### src/rtl/core/xnalu_pkg.sv
`default_nettype none
package xnalu_pkg;

  typedef enum logic [3:0] {
    CMD_SUM  = 4'd0,
    CMD_DIST = 4'd1,
    CMD_MIN  = 4'd2,
    CMD_MAX  = 4'd3,
    CMD_EQ   = 4'd4,
    CMD_NEQ  = 4'd5,
    CMD_LEQ  = 4'd6,
    CMD_LTH  = 4'd7,
    CMD_GEQ  = 4'd8,
    CMD_GTH  = 4'd9,
    CMD_PROD = 4'd10,
    CMD_QUOT = 4'd11,
    CMD_REM  = 4'd12
  } cmd_e;

  typedef enum logic [1:0] {
    CL_FIN = 2'd0,
    CL_INF = 2'd1,
    CL_UND = 2'd2,
    CL_BAD = 2'd3
  } class_e;

  // how the back end produces the word
  typedef enum logic [1:0] {
    OP_DONE = 2'd0,
    OP_MUL  = 2'd1,
    OP_DIV  = 2'd2
  } op_e;

  localparam int unsigned CmdW   = 4;
  localparam int unsigned ClassW = 2;

endpackage
`default_nettype wire

### src/rtl/core/xnalu_mul.sv
`default_nettype none
// pipelined product: 16-bit digit of a per stage, saturating to infinity
module xnalu_mul #(
  parameter int unsigned VW = 32
) (
  input  wire logic          clk_i,
  input  wire logic          rst_ni,
  input  wire logic          valid_i,
  input  wire logic [VW-1:0] a_i,
  input  wire logic [VW-1:0] b_i,
  output logic               valid_o,
  output logic [VW-1:0]      p_o,
  output logic               ovf_o
);
  import xnalu_pkg::*;

  localparam int unsigned DW = 16;
  localparam int unsigned NS = (VW + DW - 1) / DW;
  localparam int unsigned AW = NS * DW;

  logic [NS-1:0]        vld_q;
  logic [AW-1:0]        a_q   [NS+1];
  logic [VW-1:0]        b_q   [NS+1];
  logic [VW-1:0]        acc_q [NS+1];
  logic                 ovf_q [NS+1];

  // vld_q[s] marks the data registered into stage s+1
  always_ff @(posedge clk_i or negedge rst_ni) begin
    if (!rst_ni) vld_q <= '0;
    else vld_q <= (vld_q << 1) | NS'(valid_i);
  end

  always_comb begin
    a_q[0]   = {{(AW-VW){1'b0}}, a_i};
    b_q[0]   = b_i;
    acc_q[0] = '0;
    ovf_q[0] = 1'b0;
  end

  for (genvar s = 0; s < NS; s++) begin : g_st
    logic [DW+VW-1:0] pp;
    logic [DW+2*VW:0] tot;
    always_comb begin
      pp  = a_q[s][s*DW +: DW] * b_q[s];
      tot = {{(DW+VW+1){1'b0}}, acc_q[s]} + ({{(VW+1){1'b0}}, pp} << (s*DW));
    end
    always_ff @(posedge clk_i) begin
      a_q[s+1]   <= a_q[s];
      b_q[s+1]   <= b_q[s];
      acc_q[s+1] <= tot[VW-1:0];
      ovf_q[s+1] <= ovf_q[s] || (tot[DW+2*VW:VW] != '0);
    end
  end

  assign valid_o = vld_q[NS-1];
  assign p_o     = acc_q[NS];
  assign ovf_o   = ovf_q[NS];

endmodule
`default_nettype wire

### config.mk
export PLATFORM = sky130hd
export DESIGN_NAME = xnalu_mul
export DESIGN_NICKNAME = d
export VERILOG_FILES = /design/src/rtl/core/xnalu_pkg.sv /design/src/rtl/core/xnalu_mul.sv
export SDC_FILE = /design/constraint.sdc
export NUM_CORES = 2
export LEC_CHECK = 0
export ABC_CLOCK_PERIOD_IN_PS = 17300
export BUFFER_PORTS_ARGS = -buffer_cell sky130_fd_sc_hd__buf_2
export CAP_MARGIN = 20
export CORE_MARGIN = 1.5
export CORE_UTILIZATION = 50
export CTS_BUF_LIST = sky130_fd_sc_hd__clkbuf_4 sky130_fd_sc_hd__clkbuf_8
export DETAILED_ROUTE_END_ITERATION = 8
export PLACE_DENSITY = 0.66
export SKIP_CTS_REPAIR_TIMING = 1
export SYNTH_ARGS = -nofsm -noshare
export SYNTH_HDL_FRONTEND = slang
export SYNTH_SLANG_ARGS = --single-unit
### constraint.sdc
create_clock -name clk_i -period 17.3 [get_ports clk_i]
set_input_delay 1.73 -clock clk_i [delete_from_list [all_inputs] [get_ports clk_i]]
set_output_delay 1.73 -clock clk_i [all_outputs]
set_load 0.03 [all_outputs]
### Word-level counts from Yosys, hierarchy flattened

Index checks and enable logic that the tools add are counted.

* bits of input ports: 67
* bits in registers: 132
* output and inout port bits: 34

* $mul: 2
* bitwise operators: 1
* $add $sub $neg: 1
* reductions and logical operators: 3

Operators with widths (count)
* 49-bit nonzero test: 2
* 16-bit by 32-bit multiplier with 48-bit output: 2
* 32-bit by 64-bit adder with 65-bit output: 1
* 2-bit by 1-bit OR with 2-bit output: 1
* 1-bit logical OR: 1

### Longest topological paths before layout

* depth in word-level cells: 4
* depth in mapped cells: 33
* mapped depth without buffers: 31

### Worst setup path after synthesis

No wires, ideal clock.

* kind: input port to flip-flop
* start point: input a_i[1]
* end point: register ovf_q[1] (netlist bit)
* data required time: 17.172 ns
* slack: 9.039 ns
* data arrival time: 8.133 ns
* buffers on the path: 2
* cell stages on the path: 25
* cells stage by stage: clkbuf_1 > nand2_1 > fa_1 > inv_1 > fa_1 > inv_1 > fa_1 > inv_1 > fa_1 > inv_1 > fa_1 > inv_1 > fa_1 > ha_1 > clkbuf_1 > nand4_1 > a2111oi_0 > o311a_1 > o2111ai_1 > a2111oi_0 > o21ai_0 > a221oi_1 > o2111ai_1 > nor4_1 > nand3_1

* word-level cells in the longest chain between the ends: 2

RTL lines
* start: declaration: line xnalu_mul.sv:9 `input wire logic [VW-1:0] a_i,`
* 16-bit by 32-bit multiplier with 48-bit output: line xnalu_mul.sv:44 `pp = a_q[s][s*DW +: DW] * b_q[s];`
* 49-bit nonzero test: line xnalu_mul.sv:51 `ovf_q[s+1] <= ovf_q[s] || (tot[DW+2*VW:VW] != '0);`
* end signal: indexed assignment: line xnalu_mul.sv:51
* end: declaration: line xnalu_mul.sv:25 `logic ovf_q [NS+1];`

Every way passes these cells.

### Final worst setup path

Same ends and word-level chain as after synthesis.

==> flow_summary_export.csv <==
group,metric,value,unit
place,place_hpwl,73.7,mm
synthesis,synth_edf_count,0,
die,core_area,71900,µm²
clock_tree,clkTransAtPathRegs,0.08,ns
setup_path,r2r_slack,8.40,ns
synthesis,synth_area_per_cell,9.03,µm²
grt,grt_max_degree,33,
synthesis,yosysTopAreaCell,"fa_1",
synthesis,yosys_warnings,0,
synthesis,synth-seq-cells,116,
clock_tree,cts_made_buffers,17,
synthesis,seq_area_frac_synth,0.0639,
timing,finClkSkew,0.0277,ns
grt,grt_pass1_vias,28857,
timing,fin_crit,9.13,ns
clock_tree,cts_root_buf,"clkbuf_8",
die,rows,98,
clock_tree,htreeDepth,4,
setup_path,cp_slowest_cell,"a2111oi_0",
timing,setup_viol,0,
die,die_area,74600,µm²
die,io_pins,101,
setup_path,cpMostUsedCell,"fa_1",
timing,relSlewSlack,0.350,
timing,tightestPinTransition,0.974,ns
synthesis,synth_top_area_frac,0.459,
die,die_w,273,µm
clock_tree,clockBufferDepth,2,
setup_path,required,17.71,ns
setup_path,critical_path.endpoint,"ovf_q[1]",
setup_path,arrival,9.55,ns
place,gp_congestion,0.904,
route,wirelength,93.8,mm
clock_tree,cts_num_sinks,116,
setup_path,worstSetupEndpointType,"register",
setup_path,crit_path_start_kind,"primary input",
die,start_util,0.508,
layout,final_cells,4919,
clock_tree,clock_latency,0.56,ns
timing,worst_slack,8.17,ns
setup_path,r2r_end,"ovf_o",
layout,final_common_cell,"fa_1",
layout,fillers,6828,
timing,drv_slew,0,
route,drt-vias-per-instance,5.46,
grt,grt-ovfl-total,0,
place,placed_cells,4886,
route,drt-wirelength-per-cell,19.1,µm
synthesis,synthDistinctLibCells,88,
place,dp_slack,7.71,ns
worst_hold_path,min_path_type,"register to register",
layout,drive_gt1_frac,0.0476,
timing,finalSetupTns,0,ns
setup_path,critPathLaunch,"a_i[1]",
setup_path,path_cells,"buf_2 -> nand2_1 -> fa_1 -> inv_1 -> fa_1 -> inv_1 -> fa_1 -> inv_1 -> fa_1 -> inv_1 -> fa_1 -> inv_1 -> fa_1 -> ha_1 -> nand4_1 -> a2111oi_0 -> o311a_1 -> o2111ai_1 -> a2111oi_0 -> o21ai_0 -> a221oi_1 -> o2111ai_1 -> nor4_1 -> nand3_1",
place,place_area,37300,µm²
layout,fin_area,37700,µm²
route,drtIter0Drc,1578,
layout,area_growth,3.43,%
layout,layout_common_cells,"fa_1, inv_1, nand2_1",
layout,nNetsFinal,5115,
synthesis,synth_nets,5204,
route,vias,26834,
timing,hold_viol_final,0,
grt,grt_pass1_wl,155,mm
setup_path,path_class,"primary input to register",
worst_hold_path,hold_start,"acc_q[36]",
setup_path,reg2reg_from,"b_q[39]",
route,antenna_left,0,
setup_path,cp_max_fo,32,
run,maxCapViolations,0,
synthesis,async_reset_ff_frac,0.0172,
synthesis,synthTopCellsByArea,"fa_1, ha_1, and2_1, inv_1, nand2_1",
synthesis,synthFlopType,"dfxtp_1",
place,io_buffer_count,100,
synthesis,syn_inst,4044,
setup_path,reg2reg_depth,28,
timing,fmax,0.109,GHz
grt,grt_usage,0.266,
die,die_h,273,µm
timing,period_share,0.528,
outcome,status,"completed",
setup_path,cp_slowest_stage_delay,0.73,ns
route,drc,0,
synthesis,synth_area,36500,µm²
timing,rsz0062_at_grt,"no",
route,dr.pass1.iters,7,
clock_tree,cts_tree,"done",
grt,antenna_found_initial,1,
layout make-up:
class / instances / area [µm²] / area share
antenna: 1 / 2.50 / 0.0000663
clock buffer: 17 / 234 / 0.00620
clock inverter: 15 / 183 / 0.00484
inverter: 752 / 2820 / 0.0748
multi-input combinational: 2949 / 30300 / 0.804
sequential: 116 / 2330 / 0.0618
tap: 950 / 1190 / 0.0315
timing repair buffer: 119 / 643 / 0.0170
cell usage after synthesis, types with 4 or more instances:
cell and number:
a2111oi_0 4, a211o_1 8, a211oi_1 16, a21o_1 61, a21oi_1 110, a311oi_1 5
a31oi_1 7, and2_1 500, and3_1 12, and4_1 5, buf_2 9, buf_4 36
clkbuf_1 179, dfxtp_1 114, fa_1 837, ha_1 256, inv_1 752, mux2i_1 5
nand2_1 610, nand2b_1 12, nand3_1 39, nand4_1 23, nor2_1 69, nor2b_1 6
nor3_1 32, nor4_1 13, nor4b_1 5, o2111ai_1 6, o211a_1 4, o211ai_1 17
o21a_1 8, o21ai_0 56, o21ai_1 9, o21bai_1 14, o22ai_1 5, or2_2 8
or3_1 17, xnor2_1 58, xor2_1 32
routing by layer:
| layer | GRT usage | share of wire | vias to the layer above |
|---|---|---|---|
| met5 | 0 | 0 | - |
| met4 | 0.0657 | 0.020 | 0 |
| met3 | 0.0532 | 0.075 | 126 |
| met2 | 0.433 | 0.47 | 902 |
| met1 | 0.365 | 0.44 | 13715 |
| li1 | - | - | 12091 |
critical path: cells and delay by family:
family,cells,cell delay [ns]
AOI/OAI and AO/OA,7,2.72
buffers and inverters,6,0.86
adders and majority gates,7,3.53
and+or+nand+nor,4,0.67
sequential cells by signal, summed over array words and instances (netlist names):
register and flops:
acc_q 32, a_q 16, ovf_o 1, vld_q 2, p_o 32, b_q 32, ovf_q 1
metrics by stage:
| stage | util | hold WS [ns] |
|---|---|---|
| floorplan | - | 0.310 |
| global placement | 0.520 | 0.310 |
| detailed placement | 0.520 | 0.313 |
| CTS | 0.525 | 0.333 |
| global route | 0.525 | 0.341 |
| finish | 0.525 | 0.331 |
logic make-up (layout without fill, tap and decap cells):
family          after synthesis  count (layout)  share of synthesized area
compound gates              385             385                     0.0709
other cells                   0               1                          0
xor+xnor                     90              90                     0.0216
mux                           6               6                    0.00168
simple gates               1375            1375                      0.190
flops                       116             116                     0.0639
fa+ha+maj                  1093            1093                      0.547
buf+inv                     979             903                      0.105
worst min-delay path by stage:
stage / endpoint / cells past startpoint
2_1_floorplan: p_o[0] / 0
3_3_place_gp: p_o[10] / 0
3_5_place_dp: p_o[4] / 0
4_1_cts: p_o[4] / 0
5_1_grt: p_o[8] / 0
6_report: p_o[4] / 0
Power is not shown: default switching activity piles up to over one toggle a cycle in this logic, so the estimate is an artifact.
