===== config.mk =====
export PLATFORM = sky130hd
export DESIGN_NAME = xnalu_div
export DESIGN_NICKNAME = d
export VERILOG_FILES = /design/src/rtl/core/xnalu_pkg.sv /design/src/rtl/core/xnalu_div.sv
export SDC_FILE = /design/constraint.sdc
export NUM_CORES = 2
export LEC_CHECK = 0
export BUFFER_PORTS_ARGS = -buffer_cell sky130_fd_sc_hd__clkbuf_2
export CAP_MARGIN = 20
export CORE_MARGIN = 3
export CORE_UTILIZATION = 40
export DETAILED_ROUTE_END_ITERATION = 6
export PLACE_DENSITY = 0.52
export SYNTH_ARGS = -nofsm -noshare
export SYNTH_HDL_FRONTEND = slang
export SYNTH_SLANG_ARGS = --single-unit

===== constraint.sdc =====
create_clock -name clk_i -period 7.5 [get_ports clk_i]
set_clock_uncertainty 0.15 [all_clocks]
set_input_delay 1.5 -clock clk_i [delete_from_list [all_inputs] [get_ports clk_i]]
set_output_delay 1.5 -clock clk_i [all_outputs]
set_load 0.01 [all_outputs]

===== src/rtl/core/xnalu_pkg.sv =====
`default_nettype none
package xnalu_pkg;

  typedef enum logic [3:0] {
    CMD_SUM  = 4'd0,
    CMD_DIST = 4'd1,
    CMD_MIN  = 4'd2,
    CMD_MAX  = 4'd3,
    CMD_EQ   = 4'd4,
    CMD_NEQ  = 4'd5,
    CMD_LEQ  = 4'd6,
    CMD_LTH  = 4'd7,
    CMD_GEQ  = 4'd8,
    CMD_GTH  = 4'd9,
    CMD_PROD = 4'd10,
    CMD_QUOT = 4'd11,
    CMD_REM  = 4'd12
  } cmd_e;

  typedef enum logic [1:0] {
    CL_FIN = 2'd0,
    CL_INF = 2'd1,
    CL_UND = 2'd2,
    CL_BAD = 2'd3
  } class_e;

  // how the back end produces the word
  typedef enum logic [1:0] {
    OP_DONE = 2'd0,
    OP_MUL  = 2'd1,
    OP_DIV  = 2'd2
  } op_e;

  localparam int unsigned CmdW   = 4;
  localparam int unsigned ClassW = 2;

endpackage
`default_nettype wire


===== src/rtl/core/xnalu_div.sv =====
`default_nettype none
// pipelined restoring divider, two quotient bits per stage
module xnalu_div #(
  parameter int unsigned VW = 32
) (
  input  wire logic          clk_i,
  input  wire logic          rst_ni,
  input  wire logic          valid_i,
  input  wire logic [VW-1:0] a_i,
  input  wire logic [VW-1:0] b_i,
  output logic               valid_o,
  output logic [VW-1:0]      q_o,
  output logic [VW-1:0]      r_o
);
  import xnalu_pkg::*;

  localparam int unsigned BPS = 2;
  localparam int unsigned NS  = (VW + BPS - 1) / BPS;
  localparam int unsigned QW  = NS * BPS;

  logic [NS-1:0] vld_q;
  logic [QW-1:0] q_q [NS+1];
  logic [VW-1:0] r_q [NS+1];
  logic [VW-1:0] d_q [NS+1];

  // vld_q[s] marks the data registered into stage s+1
  always_ff @(posedge clk_i or negedge rst_ni) begin
    if (!rst_ni) vld_q <= '0;
    else vld_q <= (vld_q << 1) | NS'(valid_i);
  end

  // q_q holds remaining dividend bits, shifted out at the top, with quotient bits shifted in at the bottom
  always_comb begin
    q_q[0] = {{(QW-VW){1'b0}}, a_i};
    r_q[0] = '0;
    d_q[0] = b_i;
  end

  for (genvar s = 0; s < NS; s++) begin : g_st
    logic [QW-1:0] q [BPS+1];
    logic [VW:0]   r [BPS+1];
    logic [VW:0]   t;
    always_comb begin
      q[0] = q_q[s];
      r[0] = {1'b0, r_q[s]};
      t    = '0;
      for (int k = 0; k < BPS; k++) begin
        t = {r[k][VW-1:0], q[k][QW-1]};
        if (t >= {1'b0, d_q[s]}) begin
          r[k+1] = t - {1'b0, d_q[s]};
          q[k+1] = {q[k][QW-2:0], 1'b1};
        end else begin
          r[k+1] = t;
          q[k+1] = {q[k][QW-2:0], 1'b0};
        end
      end
    end
    always_ff @(posedge clk_i) begin
      q_q[s+1] <= q[BPS];
      r_q[s+1] <= r[BPS][VW-1:0];
      d_q[s+1] <= d_q[s];
    end
  end

  assign valid_o = vld_q[NS-1];
  assign q_o     = q_q[NS][VW-1:0];
  assign r_o     = r_q[NS];

endmodule
`default_nettype wire


# --- After elaboration in Yosys (flattened, before gate mapping) ---
# Index checks and enable logic that the tools add are counted.
word_totals:
  input_bits: 67
  register_bits: 1520
  elab_cells: 177
classes:
  muxes: 64
  add_sub_neg: 32
  magnitude_cmp: 32
  bitwise_logic: 1
op_table:
  columns: ["op", "count"]
  rows:
  - ["two-way mux 32 bit", 32]
  - ["greater-or-equal comparator 33 x 32 -> 1 bit", 31]
  - ["subtractor 32 bit", 31]
  - ["greater-or-equal comparator 1 x 32 -> 1 bit", 1]
  - ["two-way mux 1 bit", 32]
  - ["subtractor 1 x 32 -> 32 bit", 1]
  - ["bitwise OR 16 x 1 -> 16 bit", 1]

# --- Depth between registers and ports, before layout ---
depth:
  word_depth: 4
  ltp_mapped: 28
  mapped_depth_nobuf: 25

# --- Worst setup path before layout ---
# Ideal clock, no wire load.
synth_path:
  kind: "register -> register"
  startpoint: "reg d_q[402] in the netlist's numbering"
  endpoint: "reg r_q (netlist bit g_st[5].r[89])"
  required_ns: 7.229
  path_stages_with_launch: 27
  n_path_buf: 4
  setup_ns: 0.121
  setup_slack_ns: 1.310
  arrival_ns: 5.919
  cell_sequence: "dfxtp_1 -> inv_1 -> ha_1 -> clkbuf_1 -> a21o_1 -> a21oi_1 -> or3_1 -> a31oi_1 -> and3_1 -> a21o_1 -> o31a_1 -> a2bb2oi_1 -> buf_2 -> mux2_2 -> ha_1 -> or4_1 -> nor2_1 -> a32oi_1 -> a221o_1 -> a31oi_1 -> o21ai_1 -> o31a_1 -> nor3_1 -> and2_1 -> buf_4 -> buf_4 -> mux2_2"
synth_rtl:
  columns: ["item", "line", "source"]
  rows:
  - ["start, declared", "xnalu_div.sv:24", "logic [VW-1:0] d_q [NS+1];"]
  - ["start signal, assigned by index", "xnalu_div.sv:61", "d_q[s+1] <= d_q[s];"]
  - ["end signal, assigned by index", "xnalu_div.sv:60", "r_q[s+1] <= r[BPS][VW-1:0];"]
  - ["end, declared", "xnalu_div.sv:23", "logic [VW-1:0] r_q [NS+1];"]

==> summary.txt <==
Run status
  – Status: completed

Worst setup path
  – Worst Setup End Kind: flip-flop
  – Reg-to-reg setup timing slack: 0.39 ns
  – Startpoint type of the worst setup path: flip-flop
  – CP max FO: 33
  – CP Data Required Time: 8.06 ns
  – Crit Path Category: flip-flop to flip-flop
  – Critical path arrival: 7.66 ns

Synthesis
  – Share of Yosys cell area claimed by the top area cell type: 32.0%
  – Gate count of the mapped netlist: 10.7k
  – Mapped Avg Cell Area: 8.80 um^2
  – EDFF count, synth: 0
  – Synth Net Count: 11.8k
  – Count of state elements after synthesis: 1520
  – Yosys warnings: 0
  – Largest cells by area after synthesis: dfxtp_1, ha_1, mux2_2, xnor2_1, a21oi_1
  – Synth cell types: 113
  – Ys async rst share: 1.05%
  – Cell taking the most area after synthesis: dfxtp_1
  – Main synth FF type: dfxtp_1
  – Sequential fraction of the synthesis area: 32.4%
  – Mapped Area: 94200 um^2

Drt
  – Vias/cell: 5.52
  – DRT iter0 DRCs: 5778
  – Routed wire length: 287000 um
  – Per-cell routed wire length: 20.3 um
  – Routed Antenna Nets: 0
  – DRT Pass-1 Iters: 7
  – Via Count: 78.1k
  – DRC violations left: 0

Final layout
  – Area grow syn2layout: 11.2%
  – Most common cell after layout, fill and taps aside: dfxtp_1
  – Final #Nets: 11.9k
  – Layout cells sized above 1: 11.1%
  – Most frequent cells in the layout: dfxtp_1, ha_1, a21oi_1
  – Non-filler cells, final: 14.1k
  – Cell area after layout: 105000 um^2

CTS
  – Root buffer cell: clkbuf_16
  – Post-cts hold buffer count: 0
  – Clock tree sinks: 1520
  – TritonCTS Buffers: 170
  – Worst skew pair latency: 0.84 ns
  – H-tree Lvls: 4
  – CTS tree: built
  – Clock transition at path regs: 0.06 ns
  – Maximum buffer depth of the clock tree: 3

Job
  – Maximum capacitance violations: 0

STA
  – F_max: 141 MHz
  – Final hold viol count: 0
  – Endpoints failing setup: 0
  – Worst-Margin Slew: 0.810 ns
  – Period minus WS final: 7.11 ns
  – Final Cycle Share: 94.8%
  – Pins Over Slew Limit: 0
  – Relative slew slack: 45.5%

Global route
  – First-pass GRT wire length: 437000 um
  – Tot GR Track Use: 22.9%
  – Largest net degree at the start of global routing: 55
  – Vias in the first global route: 76.4k
  – Congestion Overflow GR: 0
  – Antenna violations before repair: 17

Min path
  – Min-delay worst type: flip-flop to flip-flop

Pwr
  – Power Dens Cells: 295 nW/um^2
  – Maximum VDD drop: 0.352 mV
  – Leak pwr: 0.0491 uW

Die
  – IO Count: 132
  – Die W: 491 um
  – Initial core utilization: 40.4%
  – Die Y: 491 um
  – FP Rows: 177
  – Die Area: 241000 um^2
  – CORE AREA: 233000 um^2

Placed design
  – Dpl cells: 13.8k
  – Hpwl dp: 235000 um
  – Port Buffers: 131
  – DP Area: 98500 um^2
  – GPL Wtd Cong: 0.935
[per-layer routing]
metal / wire length (um) / up-vias / share of wire [%] / GRT usage (%)
met1: 124000 / 36660 / 43 / 28.4
met2: 140000 / 2014 / 49 / 40.7
met4: 10100 / 4 / 3.5 / 7.78
li1: - / 38924 / - / -
met3: 12900 / 490 / 4.5 / 2.82
met5: 16 / - / 0.0056 / 0
[kinds of logic after synthesis]
family / Yosys count / synth area share, %
adders and majority gates: 1025 / 13.9
AOI/OAI and AO/OA: 3127 / 21.5
and+or+nand+nor: 2531 / 13.0
muxes: 645 / 7.69
buffers and inverters: 1122 / 4.68
DFF: 1520 / 32.4
xor gates and xnor gates: 738 / 6.86
[what timing repair did]
item | 4_1_cts | 5_1_grt
resized for setup | 0 | 10
endpoints found under the setup margin | 0 | 161
setup buffers | 0 | 5
[cell usage after synthesis, types with 23 or more instances]
cell	instances
mux2_2	570
xor2_1	231
a21boi_0	66
a211oi_1	117
xnor2_1	507
o2111ai_1	25
a221oi_1	32
nand3_1	200
a21o_1	463
a211o_1	37
dfxtp_1	1504
nor2b_1	120
o21a_1	156
o31a_1	29
and4_1	26
nand2_1	733
nor3_1	194
ha_1	994
or2_2	41
and2_1	71
inv_1	870
a21oi_1	882
nand2b_1	97
nor2_1	580
nor4_1	65
buf_2	50
a2111oi_0	29
o21ai_0	620
nand4_1	151
nor3b_1	23
o21bai_1	140
o31ai_1	80
and3_1	116
o211ai_1	68
or3_1	48
mux2i_1	47
clkbuf_1	165
fa_1	31
a31oi_1	103
[state kept, by name, summed over array words and instances (netlist names)]
| signal | cells |
|---|---|
| q_o | 32 |
| g_st.r | 480 |
| g_st.q | 480 |
| d_q | 480 |
| r_o | 32 |
| vld_q | 16 |
[layout make-up]
class	count	area (um^2)
Fill cell	23096	129000
Timing Repair Buffer	215	1430
Tap cell	3132	3920
Clock inverter	108	1530
Sequential cell	1520	30500
Clock buffer	210	4660
Antenna cell	9	22.5
Inverter	879	3300
Multi-Input combinational cell	8068	59400
[worst max-delay path, cell delays in order, from the launching register on]
cell       delay [ns]
dfxtp_1          0.46
inv_1            0.20
ha_1             0.34
nor2b_1          0.17
o2111ai_1        0.18
nand3_1          0.14
a31oi_1          0.13
o21ai_0          0.52
a21o_1           0.24
o31a_1           0.21
a2bb2oi_4        0.45
buf_4            0.23
mux2_2           0.36
ha_1             0.38
and4_1           0.26
nand3_1          0.19
nor3_1           0.12
a221o_1          0.37
a31oi_1          0.34
o21ai_1          0.19
o31a_1           0.29
nor3_1           0.23
and2_1           0.20
buf_12           0.22
mux2_2           0.38
[metrics by stage]
step / power [uW] / utilization, % / hold slack, ns / worst slack (ns) / setup TNS, ns
6_report: 30900 / 44.9 / 0.164 / 0.391 / 0
2_1_floorplan: 19100 / - / 0.160 / 1.31 / 0
5_1_grt: 33100 / 44.9 / 0.168 / -0.0295 / -0.395
3_5_place_dp: 21900 / 42.2 / 0.162 / 0.314 / 0
4_1_cts: 31200 / 44.8 / 0.155 / 0.246 / 0
3_3_place_gp: 21800 / 42.2 / 0.160 / 0.321 / 0
[power by group]
| part | internal, uW | switching [uW] | total (uW) |
|---|---|---|---|
| logic | 5690 | 6920 | 12600 |
| registers | 8830 | 458 | 9290 |
| clock network | 5340 | 3680 | 9020 |
| total | 19900 | 11100 | 30900 |
[path summary, 6_finish.rpt]
check                                       from               endpoint  depth (start not counted)
max reg2reg                     d_q[385]$_DFF_P_  g_st[5].r[70]$_DFF_P_                         24
max                             d_q[385]$_DFF_P_  g_st[5].r[70]$_DFF_P_                         24
min in group asynchronous                 rst_ni     vld_q[0]$_DFF_PN0_                          1
min                        g_st[4].q[65]$_DFF_P_  g_st[5].q[67]$_DFF_P_                          0
min reg2reg                g_st[4].q[65]$_DFF_P_  g_st[5].q[67]$_DFF_P_                          0
max in group asynchronous                 rst_ni    vld_q[15]$_DFF_PN0_                          1
Note: power is estimated with default switching activity, not from simulation.
