## src/rtl/core/xnalu_pkg.sv

```systemverilog
`default_nettype none
package xnalu_pkg;

  typedef enum logic [3:0] {
    CMD_SUM  = 4'd0,
    CMD_DIST = 4'd1,
    CMD_MIN  = 4'd2,
    CMD_MAX  = 4'd3,
    CMD_EQ   = 4'd4,
    CMD_NEQ  = 4'd5,
    CMD_LEQ  = 4'd6,
    CMD_LTH  = 4'd7,
    CMD_GEQ  = 4'd8,
    CMD_GTH  = 4'd9,
    CMD_PROD = 4'd10,
    CMD_QUOT = 4'd11,
    CMD_REM  = 4'd12
  } cmd_e;

  typedef enum logic [1:0] {
    CL_FIN = 2'd0,
    CL_INF = 2'd1,
    CL_UND = 2'd2,
    CL_BAD = 2'd3
  } class_e;

  // how the back end produces the word
  typedef enum logic [1:0] {
    OP_DONE = 2'd0,
    OP_MUL  = 2'd1,
    OP_DIV  = 2'd2
  } op_e;

  localparam int unsigned CmdW   = 4;
  localparam int unsigned ClassW = 2;

endpackage
`default_nettype wire

```

## src/rtl/core/xnalu_front.sv

```systemverilog
`default_nettype none
// classifies a word: settles special cases and cheap ops, tags mul/div work
module xnalu_front #(
  parameter int unsigned VW = 32
) (
  input  wire logic [3:0]    command_i,
  input  wire logic [VW-1:0] a_value_i,
  input  wire logic [1:0]    a_class_i,
  input  wire logic [VW-1:0] b_value_i,
  input  wire logic [1:0]    b_class_i,
  output xnalu_pkg::op_e     op_o,
  output logic               rem_o,
  output logic [VW-1:0]      a_o,
  output logic [VW-1:0]      b_o,
  output logic [VW-1:0]      r_value_o,
  output logic [1:0]         r_class_o,
  output logic               r_truth_o
);
  import xnalu_pkg::*;

  logic ainf, binf, aund, bund, afin, bfin, azero, bzero;
  logic lt, eq, gt;
  logic [VW:0] sum;

  always_comb begin
    aund  = (a_class_i == CL_UND) || (a_class_i == CL_BAD);
    bund  = (b_class_i == CL_UND) || (b_class_i == CL_BAD);
    ainf  = (a_class_i == CL_INF);
    binf  = (b_class_i == CL_INF);
    afin  = (a_class_i == CL_FIN);
    bfin  = (b_class_i == CL_FIN);
    azero = afin && (a_value_i == '0);
    bzero = bfin && (b_value_i == '0);
    eq    = (ainf && binf) || (afin && bfin && a_value_i == b_value_i);
    gt    = (ainf && bfin) || (afin && bfin && a_value_i > b_value_i);
    lt    = !eq && !gt;
    sum   = {1'b0, a_value_i} + {1'b0, b_value_i};
  end

  always_comb begin
    op_o      = OP_DONE;
    rem_o     = 1'b0;
    a_o       = a_value_i;
    b_o       = b_value_i;
    r_value_o = '0;
    r_class_o = CL_UND;
    r_truth_o = 1'b0;
    if (!aund && !bund) begin
      unique case (command_i)
        CMD_SUM: begin
          if (ainf || binf || sum[VW]) r_class_o = CL_INF;
          else begin
            r_class_o = CL_FIN;
            r_value_o = sum[VW-1:0];
          end
        end
        CMD_DIST: begin
          if (ainf || binf) r_class_o = CL_INF;
          else begin
            r_class_o = CL_FIN;
            r_value_o = gt ? a_value_i - b_value_i : b_value_i - a_value_i;
          end
        end
        CMD_MIN, CMD_MAX: begin
          if ((command_i == CMD_MIN) == !gt) begin
            r_class_o = ainf ? CL_INF : CL_FIN;
            r_value_o = ainf ? '0 : a_value_i;
          end else begin
            r_class_o = binf ? CL_INF : CL_FIN;
            r_value_o = binf ? '0 : b_value_i;
          end
        end
        CMD_EQ:  begin r_class_o = CL_FIN; r_truth_o = eq;  end
        CMD_NEQ: begin r_class_o = CL_FIN; r_truth_o = !eq; end
        CMD_LEQ: begin r_class_o = CL_FIN; r_truth_o = !gt; end
        CMD_LTH: begin r_class_o = CL_FIN; r_truth_o = lt;  end
        CMD_GEQ: begin r_class_o = CL_FIN; r_truth_o = !lt; end
        CMD_GTH: begin r_class_o = CL_FIN; r_truth_o = gt;  end
        CMD_PROD: begin
          if ((azero && binf) || (ainf && bzero)) r_class_o = CL_UND;
          else if (ainf || binf) r_class_o = CL_INF;
          else op_o = OP_MUL;
        end
        CMD_QUOT: begin
          if (bzero) r_class_o = azero ? CL_UND : CL_INF;
          else if (binf) r_class_o = ainf ? CL_UND : CL_FIN;
          else if (ainf) r_class_o = CL_INF;
          else op_o = OP_DIV;
        end
        CMD_REM: begin
          if (ainf || bzero) r_class_o = CL_UND;
          else if (binf) begin
            r_class_o = CL_FIN;
            r_value_o = a_value_i;
          end else begin
            op_o  = OP_DIV;
            rem_o = 1'b1;
          end
        end
        default: r_class_o = CL_UND;
      endcase
    end
  end

endmodule
`default_nettype wire

```

## config.mk

```make
export PLATFORM = sky130hd
export DESIGN_NAME = xnalu_front
export DESIGN_NICKNAME = d
export VERILOG_FILES = /design/src/rtl/core/xnalu_pkg.sv /design/src/rtl/core/xnalu_front.sv
export SDC_FILE = /design/constraint.sdc
export NUM_CORES = 1
export LEC_CHECK = 0
export ABC_AREA = 0
export BUFFER_PORTS_ARGS = -buffer_cell sky130_fd_sc_hd__buf_2
export CAP_MARGIN = 20
export CORE_MARGIN = 5
export CORE_UTILIZATION = 30
export DETAILED_ROUTE_END_ITERATION = 10
export SLEW_MARGIN = 20
export SYNTH_ARGS = -nofsm -noshare
export SYNTH_HDL_FRONTEND = slang
export SYNTH_SLANG_ARGS = --single-unit
```

## constraint.sdc

```tcl
create_clock -name vclk -period 7.5
set_input_delay 1.5 -clock vclk [all_inputs]
set_output_delay 1.5 -clock vclk [all_outputs]
set_load 0.03 [all_outputs]
```

# After elaboration in Yosys (flattened, before gate mapping)
# Cells that the tools add are included.
# W data, S select, Z words.
[word_totals]
register_bits = 0
[classes]
n_addsub = 3
order_cmp = 1
n_eq_ne = 20
n_mux = 40
reduce_logical = 31
[ops]
columns = ["op", "count"]
rows = [
  ["$mux W32", 9],
  ["$pmux W32 S4", 1],
  ["$logic_not A32 Y1", 2],
  ["$sub A32 B32 Y32", 2],
  ["$add A32 B32 Y33", 1],
  ["$eq A32 B32 Y1", 1],
  ["$gt A32 B32 Y1", 1],
  ["$mux W2", 15],
  ["$eq A4 B4 Y1 const B", 5],
  ["$eq A4 B3 Y1 const B", 4],
  ["$pmux W2 S7", 1],
  ["$mux W1", 12],
  ["$logic_and A1 B1 Y1", 11],
  ["$eq A2 B2 Y1 const B", 4],
  ["$eq A4 B2 Y1 const B", 2],
  ["$logic_or A1 B1 Y1", 8],
  ["$pmux W1 S6", 1],
  ["$pmux W2 S3", 1],
  ["$reduce_or A6 Y1", 1],
  ["$logic_not A1 Y1", 5],
  ["$eq A2 B1 Y1 const B", 2],
  ["$eq A4 B1 Y1 const B", 1],
  ["$logic_not A2 Y1", 2],
  ["$logic_not A4 Y1", 1],
  ["other kinds (2)", 2],
]

# Depth between registers and ports, before layout
[depth]
depth_word = 9
mapped_depth = 17

# Worst setup path before layout
# No wires, ideal clock.
[synth_path]
kind = "input port to output port"
startpoint = "input port a_value_i[5]"
endpoint = "output port r_value_o[28]"
t_arrival_ns = 4.814
required_time_ns = 6.000
slack_ns = 1.186
cell_stages = 16
path_cell_list = "inv_1 -> ha_1 -> buf_2 -> inv_1 -> a2111oi_0 -> a211o_1 -> a31oi_1 -> or2_1 -> a311oi_2 -> a211oi_2 -> or2_1 -> buf_2 -> buf_2 -> o22ai_1 -> nor3_1 -> a211oi_1"
[synth_between]
elab_chain_cells = 8
[synth_lines]
columns = ["item", "line", "source"]
rows = [
  ["start: declaration", "xnalu_front.sv:7", "input wire logic [VW-1:0] a_value_i,"],
  ["$gt A32 B32 Y1", "xnalu_front.sv:35", "gt = (ainf && bfin) || (afin && bfin && a_value_i > b_value_i);"],
  ["$logic_and A1 B1 Y1", "xnalu_front.sv:35", ""],
  ["$logic_or A1 B1 Y1", "xnalu_front.sv:35", ""],
  ["$logic_not A1 Y1", "xnalu_front.sv:65", "if ((command_i == CMD_MIN) == !gt) begin"],
  ["$eq A1 B1 Y1", "xnalu_front.sv:65", ""],
  ["$mux W32", "xnalu_front.sv:65", ""],
  ["$pmux W32 S4 (*)", "xnalu_front.sv:49", "unique case (command_i)"],
  ["$mux W32 (*)", "xnalu_front.sv:48", "if (!aund && !bund) begin"],
  ["end: declaration", "xnalu_front.sv:15", "output logic [VW-1:0] r_value_o,"],
]
# Mark *: on every way between the ends. The rest lies on a longest branch, timed or not.

# Worst setup path after layout
[layout_path]
startpoint = "input port a_value_i[0]"
endpoint = "output port r_value_o[7]"
# The elaborated chain is that of the path after synthesis.

==> flow_summary.toml <==
[routing]
finalWirelength_um = 28600
wl_per_cell_um = 20.2
maxUsedRoutingLayer = "met4"
met3_wirelength_um = 2210
drt_iter0_markers = 780
vias_per_cell = 5.79
m1WireLength_um = 12400
wl_met2_um = 13100
drc = 0
dr_total_vias = 8170
ant_nets = 0
firstDrtPassIters = 7

[floorplanning]
die_h_um = 160
die-area_um2 = 25700
num_rows = 55
fp.dieW_um = 160
start_util_pct = 30.2
core-area_um2 = 22400
ios = 174

[outcome]
status = "completed"

[sta]
fmax_ghz = 0.140
tns_ns = 0
period_share_pct = 95.1
relSlewSlack_pct = 41.0
period_minus_slack_ns = 7.13
setup_viol = 0
rsz0062_at_grt = "no"
fin_ws_ns = 0.371
slew_violations = 0
finalHoldViolations = 0
worstMarginPinSlew_ns = 0.885

[cells_and_area]
antenna_cells = 0
regArea_um2 = 0
nets = 1303
nFillCells = 2563
design_area_um2 = 7540
seq_cells = 0
nClkBuffers = 0
drive_gt1_share_pct = 20.6
area_delta_synth_final_pct = 11.2

[synthesis]
avgSynthCellArea_um2 = 6.51
synth_nets = 1215
yosysSeqAreaShare_pct = 0
synth_cells = 1041
ys_top_cells_by_area = "ha_1, a21oi_1, buf_4, inv_1, nor2_1"
yosys.area.top_type_share_pct = 18.3
syn_area_um2 = 6780
synth_cell_type_count = 74
synth_top_cell_by_area = "ha_1"
yosys_warnings = 0

[power_and_ir_drop]
clockPowerShare_pct = 0
power_switching_uw = 381
p_int_uw = 207
leakagePower_uw = 0.00346
p_seq_share_pct = 0
p_per_area_nw_per_um2 = 78.0
p_comb_share_pct = 100.0
switching_share_pct = 64.8
ir_drop_uv = 29.1

[global_routing]
grt_pass1_wl_um = 43800
overflow = 0
grt_pass1_vias = 7868
antenna_found_initial = 0
track_usage_pct = 20.7
grt_max_degree = 50

[critical_path]
crit_type = "in2out"
path_max_fanout = 17
worst_setup_path_end_kind = "output pin"
critPathRequiredTime_ns = 6.00
start_kind = "input port"
arrival_ns = 5.63

[min_path]
hp-class = "in2out"

[flow_run]
cap_violations = 0

[placed_design]
dpl-instance-area_um2 = 7540
gp_congestion = 0.951
pre_cts_ws_ns = 0.446
dpl.hpwl_um = 22700
port_buffers = 174

[clocking]
postCtsHoldBufs = 0
cts_resized = 0
post_cts_buffers = 0
[kinds of logic (layout without fill, tap and decap cells)]
family,count (synthesis),count (layout),share of synthesized area (%)
adders and majority gates,102,102,19.2
muxes,24,24,3.69
buffers and inverters,221,307,16.5
and+or+nand+nor,302,302,21.6
xor gates and xnor gates,36,36,4.65
AOI/OAI and AO/OA,356,356,34.4
[metal layers]
layer	vias to the layer above	global-route usage, %
li1	3874	-
met1	3849	27.9
met2	390	34.6
met3	57	2.64
met4	0	6.02
met5	-	0
[worst max-delay path, stage by stage]
cell      delay (ns)
buf_2           0.13
inv_1           0.06
ha_1            0.16
inv_1           0.05
fa_1            0.43
a211oi_2        0.25
o211ai_1        0.18
a31oi_2         0.32
o211ai_1        0.24
a32oi_1         0.36
o21ai_4         0.10
mux2_4          0.41
a41o_1          0.47
buf_12          0.26
a222oi_1        0.31
o22ai_1         0.17
buf_2           0.21
[cells in the final DEF (no fill, tap or decap), types with 15 or more instances in the layout]
cell	netlist	final
buf_2	20	174
a21oi_1	134	134
a31oi_1	16	16
o211ai_1	15	15
mux2i_1	19	19
nand3_1	31	31
nor2_1	93	93
o21ai_0	43	43
buf_4	66	31
nor4_1	19	19
xnor2_1	32	32
nor3_1	21	20
ha_1	99	99
nand2_1	64	64
a22oi_1	18	18
inv_1	101	101
[path summary, 6_finish.rpt]
path | start | endpoint | slack (ns) | depth (start not counted)
worst max-delay path | a_value_i[0] | r_value_o[7] | 0.37 | 17
worst min-delay path | b_value_i[26] | b_o[26] | 3.32 | 2
[power by group through the flow]
| stage | clock network (uW) | registers [uW] | logic (uW) |
|---|---|---|---|
| 3_5_place_dp | 0 | 0 | 576 |
| 6_report | 0 | 0 | 588 |
| 4_1_cts | 0 | 0 | 579 |
| 2_1_floorplan | 0 | 0 | 416 |
| 3_3_place_gp | 0 | 0 | 576 |
| 5_1_grt | 0 | 0 | 639 |
[per-stage QoR]
stage | std cells | hold slack [ns] | power, uW | utilization, %
final | 1412 | 3.32 | 588 | 33.6
after global routing | 1412 | 3.33 | 639 | 33.6
after floorplan | 1041 | 3.13 | 416 | -
after global placement | 1412 | 3.31 | 576 | 33.6
after CTS | 1412 | 3.31 | 579 | 33.6
after detailed placement | 1412 | 3.31 | 576 | 33.6
[synth_stat cells (5+ instances only)]
cell type / count
a221oi_1: 10
nand3_1: 31
o221ai_1: 9
a21o_1: 14
nor2_1: 93
nor3_1: 21
inv_1: 101
nand2_1: 64
ha_1: 99
nor4_1: 19
o211ai_1: 15
a21oi_1: 134
a211oi_1: 5
o22ai_1: 7
a22oi_1: 18
and3_1: 6
o21ai_0: 43
nor2b_1: 12
o21bai_1: 11
nand4_1: 12
a211o_1: 5
mux2i_1: 19
buf_4: 66
or3_1: 7
a31oi_1: 16
o21a_1: 7
clkbuf_1: 29
a222oi_1: 11
xnor2_1: 32
buf_2: 20
nand2b_1: 14
o31ai_1: 8
and2_1: 5
[cell type report]
class / instances / area [um^2] / share of cell area, %
multi-input cells: 820 / 5680 / 75.3
inverters: 101 / 379 / 5.03
well taps: 285 / 357 / 4.73
repair buffers: 206 / 1120 / 14.9
Power figures use the tool's default switching activity.
